===== config.mk =====
export PLATFORM = sky130hd
export DESIGN_NAME = index_value_table_min_index_lookup
export DESIGN_NICKNAME = d
export VERILOG_FILES = /design/src/hdl/ivt_pkg.sv /design/src/hdl/index_value_table_min_index_lookup.sv /design/src/hdl/ivt_ctrl.sv /design/src/hdl/ivt_dp.sv
export VERILOG_INCLUDE_DIRS = /design/src /design/src/hdl
export SDC_FILE = /design/constraint.sdc
export NUM_CORES = 2
export LEC_CHECK = 0
export ABC_AREA = 1
export ABC_CLOCK_PERIOD_IN_PS = 5600
export BUFFER_PORTS_ARGS = -buffer_cell sky130_fd_sc_hd__buf_2
export CORE_MARGIN = 2
export CORE_UTILIZATION = 35
export DETAILED_ROUTE_END_ITERATION = 10
export PLACE_DENSITY = 0.52
export SETUP_SLACK_MARGIN = 0.02
export SYNTH_ARGS = -nofsm -noshare
export SYNTH_HDL_FRONTEND = slang
export SYNTH_SLANG_ARGS = --single-unit

===== constraint.sdc =====
create_clock -name clk -period 5.6 [get_ports clk]
set_input_delay 0.28 -clock clk [delete_from_list [all_inputs] [get_ports clk]]
set_output_delay 0.28 -clock clk [all_outputs]
set_load 0.005 [all_outputs]

===== src/hdl/index_value_table_min_index_lookup_macros.svh =====
// Assertion macros for the index/value table block.
// No dependencies; included by the top level.
`ifndef INDEX_VALUE_TABLE_MIN_INDEX_LOOKUP_MACROS_SVH
`define INDEX_VALUE_TABLE_MIN_INDEX_LOOKUP_MACROS_SVH

// Same-cycle implication, disabled in reset.
`define IVT_ASSERT_NOW(label, clk, rst_n, ante, cons, msg) \
  label: assert property (@(posedge clk) disable iff (!rst_n) (ante) |-> (cons)) \
    else $error(msg);

// Next-cycle implication, disabled in reset.
`define IVT_ASSERT_NEXT(label, clk, rst_n, ante, cons, msg) \
  label: assert property (@(posedge clk) disable iff (!rst_n) (ante) |=> (cons)) \
    else $error(msg);

`endif


===== src/hdl/ivt_pkg.sv =====
// Shared constants and controller/datapath interface types for the
// index/value table block. No dependencies.
package ivt_pkg;

  localparam int ENTRIES = 64;
  localparam int ADDR_W  = (ENTRIES > 1) ? $clog2(ENTRIES) : 1;
  localparam int CNT_W   = $clog2(ENTRIES + 1);
  localparam int FIELD_W = 31;

  localparam logic OP_CHANGE = 1'b0;
  localparam logic OP_FIND   = 1'b1;

  typedef struct packed {
    logic load;
    logic issue;
    logic commit;
  } ivt_cmd_t;

  typedef struct packed {
    logic empty;
    logic scan_last;
  } ivt_stat_t;

endpackage


===== src/hdl/index_value_table_min_index_lookup.sv =====
// Index/value table with smallest-index lookup by number.
// Channels: input (in_valid/in_ready, in_operation, in_slot_key,
// in_stored_number) and result (out_valid/out_ready, out_found,
// out_min_key, out_table_full); each transfer completes when valid and
// ready are both high. Operation change stores a number at an index,
// reusing the slot that holds the index or else the next free slot, and
// flags table_full when no slot is free. Operation find returns the
// smallest index whose number matches, with found low and min_key zero
// on a miss.
// From input transfer to result valid the controller steps through a
// scan over the occupied slots, drain and commit, and the result
// registers load at commit; an empty table goes straight to commit. One
// comparator reads one slot a cycle, and one item is in work at a time.
// Reset empties the table at once (fill count cleared) and drops any
// pending result. A stalled receiver holds the result register; the next
// item is taken and scanned meanwhile, and waits to commit until the
// result register frees.
// Depends on ivt_pkg, ivt_ctrl, ivt_dp and the assertion macro header.
`include "index_value_table_min_index_lookup_macros.svh"

module index_value_table_min_index_lookup
  import ivt_pkg::*;
(
  input  logic               clk,
  input  logic               rst_n,
  input  logic               in_valid,
  output logic               in_ready,
  input  logic               in_operation,
  input  logic [FIELD_W-1:0] in_slot_key,
  input  logic [FIELD_W-1:0] in_stored_number,
  output logic               out_valid,
  input  logic               out_ready,
  output logic               out_found,
  output logic [FIELD_W-1:0] out_min_key,
  output logic               out_table_full
);

  ivt_cmd_t  cmd;
  ivt_stat_t stat;

  ivt_ctrl u_ctrl (
    .clk       (clk),
    .rst_n     (rst_n),
    .in_valid  (in_valid),
    .in_ready  (in_ready),
    .out_valid (out_valid),
    .out_ready (out_ready),
    .stat      (stat),
    .cmd       (cmd)
  );

  ivt_dp u_dp (
    .clk              (clk),
    .rst_n            (rst_n),
    .cmd              (cmd),
    .in_operation     (in_operation),
    .in_slot_key      (in_slot_key),
    .in_stored_number (in_stored_number),
    .stat             (stat),
    .out_found        (out_found),
    .out_min_key      (out_min_key),
    .out_table_full   (out_table_full)
  );

  `IVT_ASSERT_NEXT(a_one_item, clk, rst_n, in_valid && in_ready, !in_ready, "second transfer during scan")
  `IVT_ASSERT_NEXT(a_commit_out, clk, rst_n, cmd.commit, out_valid, "commit without result")
  `IVT_ASSERT_NOW(a_excl_flags, clk, rst_n, out_valid, !(out_found && out_table_full), "found and full together")
  `IVT_ASSERT_NOW(a_miss_zero, clk, rst_n, out_valid && !out_found, out_min_key == '0, "miss with nonzero key")

endmodule


===== src/hdl/ivt_ctrl.sv =====
// Sequencer for the index/value table: load, scan, drain, commit.
// Depends on ivt_pkg.
module ivt_ctrl
  import ivt_pkg::*;
(
  input  logic      clk,
  input  logic      rst_n,
  input  logic      in_valid,
  output logic      in_ready,
  output logic      out_valid,
  input  logic      out_ready,
  input  ivt_stat_t stat,
  output ivt_cmd_t  cmd
);

  typedef enum logic [1:0] {
    ST_IDLE,
    ST_SCAN,
    ST_DRAIN,
    ST_COMMIT
  } state_t;

  state_t state_r;
  logic   out_valid_r;

  assign in_ready   = (state_r == ST_IDLE);
  assign out_valid  = out_valid_r;
  assign cmd.load   = in_valid && (state_r == ST_IDLE);
  assign cmd.issue  = (state_r == ST_SCAN);
  assign cmd.commit = (state_r == ST_COMMIT) && (!out_valid_r || out_ready);

  always_ff @(posedge clk) begin
    if (!rst_n) begin
      state_r     <= ST_IDLE;
      out_valid_r <= 1'b0;
    end else begin
      if (cmd.commit) begin
        out_valid_r <= 1'b1;
      end else if (out_ready) begin
        out_valid_r <= 1'b0;
      end
      unique case (state_r)
        ST_IDLE: begin
          if (in_valid) begin
            state_r <= stat.empty ? ST_COMMIT : ST_SCAN;
          end
        end
        ST_SCAN: begin
          if (stat.scan_last) begin
            state_r <= ST_DRAIN;
          end
        end
        ST_DRAIN: begin
          state_r <= ST_COMMIT;
        end
        ST_COMMIT: begin
          if (cmd.commit) begin
            state_r <= ST_IDLE;
          end
        end
        default: begin
          state_r <= ST_IDLE;
        end
      endcase
    end
  end

endmodule


===== src/hdl/ivt_dp.sv =====
// Datapath for the index/value table: slot memory, fill count, one
// comparator over the scan, result registers. Depends on ivt_pkg.
module ivt_dp
  import ivt_pkg::*;
(
  input  logic               clk,
  input  logic               rst_n,
  input  ivt_cmd_t           cmd,
  input  logic               in_operation,
  input  logic [FIELD_W-1:0] in_slot_key,
  input  logic [FIELD_W-1:0] in_stored_number,
  output ivt_stat_t          stat,
  output logic               out_found,
  output logic [FIELD_W-1:0] out_min_key,
  output logic               out_table_full
);

  logic [2*FIELD_W-1:0] mem [ENTRIES];
  logic [2*FIELD_W-1:0] rdata_r;

  logic [CNT_W-1:0]   count_r;
  logic [ADDR_W-1:0]  scan_addr_r;
  logic [ADDR_W-1:0]  cmp_addr_r;
  logic               cmp_valid_r;
  logic               op_r;
  logic [FIELD_W-1:0] key_r;
  logic [FIELD_W-1:0] num_r;
  logic               hit_r;
  logic [ADDR_W-1:0]  hit_addr_r;
  logic [FIELD_W-1:0] best_r;
  logic               found_r;
  logic [FIELD_W-1:0] min_key_r;
  logic               full_r;

  logic [FIELD_W-1:0] rd_index;
  logic [FIELD_W-1:0] rd_number;
  logic               is_full;
  logic               wr_en;
  logic [ADDR_W-1:0]  wr_addr;

  assign rd_index  = rdata_r[2*FIELD_W-1:FIELD_W];
  assign rd_number = rdata_r[FIELD_W-1:0];
  assign is_full   = (count_r == CNT_W'(ENTRIES));

  assign stat.empty     = (count_r == '0);
  assign stat.scan_last = ((CNT_W'(scan_addr_r) + CNT_W'(1)) == count_r);

  assign wr_en   = cmd.commit && (op_r == OP_CHANGE) && (hit_r || !is_full);
  assign wr_addr = hit_r ? hit_addr_r : count_r[ADDR_W-1:0];

  always_ff @(posedge clk) begin
    if (wr_en) begin
      mem[wr_addr] <= {key_r, num_r};
    end
    rdata_r <= mem[scan_addr_r];
  end

  always_ff @(posedge clk) begin
    if (!rst_n) begin
      count_r     <= '0;
      cmp_valid_r <= 1'b0;
      hit_r       <= 1'b0;
    end else begin
      cmp_valid_r <= cmd.issue;
      if (cmd.load) begin
        hit_r <= 1'b0;
      end else if (cmp_valid_r) begin
        if (op_r == OP_CHANGE) begin
          if (rd_index == key_r) begin
            hit_r <= 1'b1;
          end
        end else if (rd_number == num_r) begin
          hit_r <= 1'b1;
        end
      end
      if (wr_en && !hit_r) begin
        count_r <= count_r + CNT_W'(1);
      end
    end
  end

  always_ff @(posedge clk) begin
    if (cmd.load) begin
      op_r        <= in_operation;
      key_r       <= in_slot_key;
      num_r       <= in_stored_number;
      scan_addr_r <= '0;
    end else if (cmd.issue) begin
      scan_addr_r <= scan_addr_r + ADDR_W'(1);
    end
    cmp_addr_r <= scan_addr_r;
    if (cmp_valid_r) begin
      if (op_r == OP_CHANGE) begin
        if (rd_index == key_r) begin
          hit_addr_r <= cmp_addr_r;
        end
      end else if ((rd_number == num_r) && (!hit_r || (rd_index < best_r))) begin
        best_r <= rd_index;
      end
    end
    if (cmd.commit) begin
      if (op_r == OP_CHANGE) begin
        found_r   <= 1'b0;
        min_key_r <= '0;
        full_r    <= !hit_r && is_full;
      end else begin
        found_r   <= hit_r;
        min_key_r <= hit_r ? best_r : '0;
        full_r    <= 1'b0;
      end
    end
  end

  assign out_found      = found_r;
  assign out_min_key    = min_key_r;
  assign out_table_full = full_r;

endmodule

# After elaboration in Yosys (flattened, before gate mapping)
# Memories as Yosys holds them, arrays and structs flattened. A register that Yosys moved wholly into a read port is not among the register bits.
# Cells that the tools add are included.
# op_classes
mux	13
magnitude_cmp	1
n_reduce_logical	23
bitwise	2
add_sub_neg	3
eq_ne	11
# ops
operator	n
$eq 31x31->1	2
$lt 31x31->1	1
$reduce_and 3->1	4
$mux 2	4
$pmux 2 s4	1
$add 6x1->7 const B	1
$add 7x1->7 const B	1
$eq 7x7->1	1
$eq 7x7->1 const B	1
$logic_and 1x1->1	7
$logic_not 7->1	1
$mux 1	7
$add 6x1->6 const B	1
$mux 6	1
$ne 2x2->1 const B	3
$eq 2x2->1 const B	2
$reduce_bool 2->1	2
$logic_not 1->1	3
$logic_or 1x1->1	3
$eq 2x1->1 const B	1
$logic_not 2->1	1
$ne 2x1->1 const B	1
$not 1->1	2
$reduce_and 2->1	1
$reduce_or 2->1	1
# totals
memories	1
ff_bits	157
elab_cells	69
ram_bits	3968
output_inout_bits	35
inputBits	67
# memory_table
memory	words	width	rd	rd_clocked_by_memory_dff	write_ports	line_no	text
u_dp.mem	64	62	1	1	1	ivt_dp.sv:18	logic [2*FIELD_W-1:0] mem [ENTRIES];

# Longest topological paths before layout
# depth
word_depth	7
ltp_mapped	16

# By module
# From an unflattened synthesis, not the netlist that was laid out.
# unflattened
hier_cells	13875
area_unflattened_um2	167879.8
# by_module_without_submodules
module	area_per_inst_um2	instances	seq_area_each_um2	cells_per_inst
ivt_dp	167627.0	1	124809.7	13841
ivt_ctrl	252.7	1	60.1	34

# Worst setup path after synthesis
# OpenSTA, ideal clock, no wires.
# synth_timing
path_type	register -> register
from	register u_dp.hit_r
to	memory u_dp.mem[0][0] (netlist bit), enable pin
setup_time_ns	0.483
path_slack_ns	1.157
arrival_ns	3.961
path_stages_with_launch	7
cell_sequence	dfxtp_1 -> buf_2 -> inv_1 -> or2_2 -> o21ai_0 -> nand4_1 -> nor2_1
# synth_between
elab_chain_cells	4
word_cells_on_any_way	5
cone_classes	mux (3); reduce/logical (2)
# synth_rtl
element	line_no	text
start, declared	ivt_dp.sv:28	logic hit_r;
start signal, assigned	ivt_dp.sv:62	hit_r <= 1'b0;
start signal, assigned	ivt_dp.sv:66	hit_r <= 1'b0;
start signal, assigned	ivt_dp.sv:70	hit_r <= 1'b1;
$logic_or 1x1->1	ivt_dp.sv:48	assign wr_en = cmd.commit && (op_r == OP_CHANGE) && (hit_r || !is_full);
$logic_and 1x1->1	ivt_dp.sv:48	
$mux 1	ivt_dp.sv:52	if (wr_en) begin
$mux 1 (not written as such)	ivt_dp.sv:53	mem[wr_addr] <= {key_r, num_r};
end, declared	ivt_dp.sv:18	
# Parallel ways exist; a longest one is shown, timed or not.

# Final worst setup path
# layout_timing
from	register u_dp.num_r[10]
to	register u_dp.best_r[17], enable pin
# layout_between
elab_chain_cells	3
# layout_rtl
element	line_no	text
start, declared	ivt_dp.sv:27	logic [FIELD_W-1:0] num_r;
start signal, assigned	ivt_dp.sv:86	num_r <= in_stored_number;
$eq 31x31->1	ivt_dp.sv:97	end else if ((rd_number == num_r) && (!hit_r || (rd_index < best_r))) begin
$logic_and 1x1->1	ivt_dp.sv:97	
$reduce_and 3->1 (no line)	n/a	
end signal, assigned	ivt_dp.sv:98	best_r <= rd_index;
end, declared	ivt_dp.sv:30	logic [FIELD_W-1:0] best_r;
# No other way between the ends.
# A chain may end at the register's enable or synchronous reset.

==> flow_summary.ini <==
[run_status]
run_status = finished clean

[setup_path]
criticalPathCategory = register to register
cp_max_fo = 65
critPathRequiredTime_ns = 6.20
start_kind = register
end_kind = register
arrival_ns = 4.87

[layout]
fillers = 43550
final_util_pct = 40.23
drive_gt1_share_pct = 8.776
multi_input_area_mm2 = 0.03502
seq_area_mm2 = 0.1249
area.growth.synth_to_final_pct = 14.63
nets = 12750
stdcell_area_mm2 = 0.1876

[sta]
setup_viol = 0
rsz0062_at_grt = false
fin_setup_tns_ns = 0
slew_headroom_pct = 8.265
period_share_pct = 76.26
hold_viol_final = 0
max_freq_mhz = 234.2
maxSlewViolCount = 0
min_period_ns = 4.271
finClkSkew_ns = 0.08562
tightest_slew_ns = 1.371

[clock_tree]
cts.sinks = 4187
cts_hold_buf = 88
clk_pin_slew_ns = 0.06
insertion_delay_ns = 1.01
cts_buffers = 433
post_cts_resized = 0
post_cts_buffers = 0
cts_tree = done
root_buffer = clkbuf_16
clockBufferDepth = 4
cts_max_level = 5

[grt]
grt_pass1_wl_um = 772600
grt_overflow = 0
gr-usage-all-layers_pct = 22.65
grt_pass1_vias = 99240
grt_max_degree = 227
grt_antenna_before_repair = 26

[logic_synthesis]
ys_seq_area_share_pct = 76.29
syn_avg_cell_area_um2 = 13.03
syn_inst = 12560
yosysTopAreaCell = edfxtp_1
netlist.area_leader.share_pct = 75.24
synth.distinct_cells = 32
yosysWarnings = 0
ys_seq_elements = 4187
syn-cell-area_mm2 = 0.1637
synth_nets = 12660
synth.area.top_cells = edfxtp_1 (75%), o21ai_0 (5.7%), nor2_1 (4.9%)

[detailed_routing]
wl_per_cell_um = 28.78
vias = 107800
remaining_drc_errors = 0
dr_wl_met3_um = 48160
highest_layer = met5
drtIter0Drc = 13710
wl_met2_um = 251200
wl_met1_um = 234900
viasPerCell = 5.605
drtAntennaViolNets = 0
first_pass_iters = 7
routed_wl_um = 553700

[placed_design]
io_buffer_count = 101
dpl.hpwl_um = 287800
gp_congestion = 0.8117
dpl_cell_area_mm2 = 0.1725

[floorplan]
ios = 102
num_rows = 251
initial_utilization_pct = 35.09
fp.dieH_um = 687.8
die_area_mm2 = 0.4731
coreArea_mm2 = 0.4664
die_w_um = 687.8

[worst_hold_path]
min_path_type = input pin to register

[power_and_ir_drop]
p_total_mw = 90.91
ir_drop_mv = 0.4547
p_leak_nw = 60.85
power_density_mw_per_mm2 = 484.6

[job]
cap_violations = 0
==> kinds of logic (layout without fill, tap and decap cells) <==
logic type                 after synthesis  in the layout  synth area share (%)
DFF                                   4187           4187                 76.29
buffers and inverters                 1000           1454                 2.609
and+or+nand+nor                       4247           4247                 10.55
AOI/OAI and AO/OA                     3071           3071                 10.18
other                                    0             26                     0
adders and majority gates               37             37                0.2829
xor gates and xnor gates                17             17               0.09097
==> sequential cells by signal (all words and copies together) (netlist names) <==
register and cells:
u_dp.op_r 1, u_dp.hit_addr_r 6, u_ctrl.state_r 2, u_dp.mem 3968
u_dp.best_r 31, u_dp.num_r 31, u_ctrl.out_valid 1, u_dp.scan_addr_r 6
u_dp.count_r 7, u_dp.rdata_r 62, u_dp.cmp_valid_r 1, u_dp.key_r 31
u_dp.hit_r 1, u_dp.out_min_key 31, u_dp.out_found 1, u_dp.out_table_full 1
u_dp.cmp_addr_r 6
==> path summary, 6_finish.rpt <==
kind                                                  from                           end  slack (ns)  cells past startpoint
worst max-delay path              u_dp.num_r[10]$_DFFE_PP_     u_dp.best_r[17]$_DFFE_PP_        1.33                      8
worst min-delay path                  in_stored_number[14]      u_dp.num_r[14]$_DFFE_PP_        0.05                      2
worst max register to register    u_dp.num_r[10]$_DFFE_PP_     u_dp.best_r[17]$_DFFE_PP_        1.33                      8
worst min register to register  u_dp.cmp_addr_r[2]$_DFF_P_  u_dp.hit_addr_r[2]$_DFFE_PP_        0.40                      0
==> Yosys cell counts, drive strengths merged <==
master,number
clkbuf,512
xor2,7
clkinv,1
nor4,2
nand3,846
edfxtp,4101
buf,361
or2,12
nor3b,1
o211ai,10
nor3,19
a21oi,32
nand4,23
nor2,2120
inv,126
dfxtp,86
o22ai,1005
a31oi,1
o21ai,2023
nand2,1170
ha,37
xnor2,10
and2,54
==> placed cells by master, fill, tap and decap left out, types with 4 or more instances in the layout <==
| cell | count |
|---|---|
| edfxtp_1 | 4101 |
| nor2_1 | 2055 |
| o21ai_0 | 1851 |
| nand2_1 | 1170 |
| o22ai_1 | 1005 |
| nand3_1 | 845 |
| clkbuf_16 | 441 |
| buf_4 | 225 |
| o21ai_1 | 172 |
| inv_1 | 120 |
| clkbuf_1 | 109 |
| buf_12 | 107 |
| buf_2 | 101 |
| dlygate4sd3_1 | 88 |
| clkinv_1 | 80 |
| dfxtp_1 | 80 |
| clkinv_2 | 67 |
| nor2_4 | 64 |
| and2_1 | 54 |
| ha_1 | 37 |
| bufinv_16 | 36 |
| clkbuf_8 | 32 |
| a21oi_1 | 31 |
| diode_2 | 26 |
| nand4_1 | 23 |
| nor3_1 | 19 |
| clkinvlp_4 | 13 |
| or2_2 | 12 |
| o211ai_1 | 10 |
| xnor2_1 | 10 |
| clkinv_4 | 8 |
| xor2_1 | 7 |
| inv_6 | 6 |
| clkinv_8 | 6 |
| inv_16 | 6 |
| dfxtp_4 | 6 |
| inv_8 | 5 |
| clkinv_16 | 4 |
==> where the power goes <==
part	internal (mW)	leakage [nW]	switching, mW
Sequential	36.2	37.6	1.24
Clock	16.6	6.88	12.4
Combinational	6.62	16.3	18.0
Total	59.3	60.8	31.6
==> per-layer routing <==
metal / vias up / global-route usage (%)
met5: - / 0
met3: 817 / 3.854
met4: 6 / 7.681
met1: 55480 / 32.26
met2: 4868 / 35.14
li1: 46660 / -
==> critical path: stages, from the launching register on <==
cell	delay (ns)
edfxtp_1	0.32
buf_4	0.49
xnor2_1	0.27
nand4_1	0.23
nor3_1	0.64
nand2_1	0.24
nor2_1	0.15
nand2_1	0.40
a21oi_4	1.04
==> area by class of cell <==
class / instances / area share [%]
sequential: 4187 / 66.57
multi-input combinational: 7372 / 18.67
clock buffer: 582 / 6.335
tap: 6198 / 4.133
timing repair buffer: 521 / 2.781
clock inverter: 224 / 1.193
inverter: 127 / 0.2894
antenna: 26 / 0.03468
==> stage by stage <==
step | setup WS, ns | instances | hold WS, ns
after CTS | 1.448 | 19210 | 0.001460
after floorplan | 1.157 | 12560 | 0.3258
final | 1.329 | 19240 | 0.05382
after global routing | 1.326 | 19220 | 0.06341
after detailed placement | 1.452 | 18320 | 0.3887
after global placement | 1.390 | 18320 | 0.3855
No activity file was read; power rests on OpenSTA's default activity.
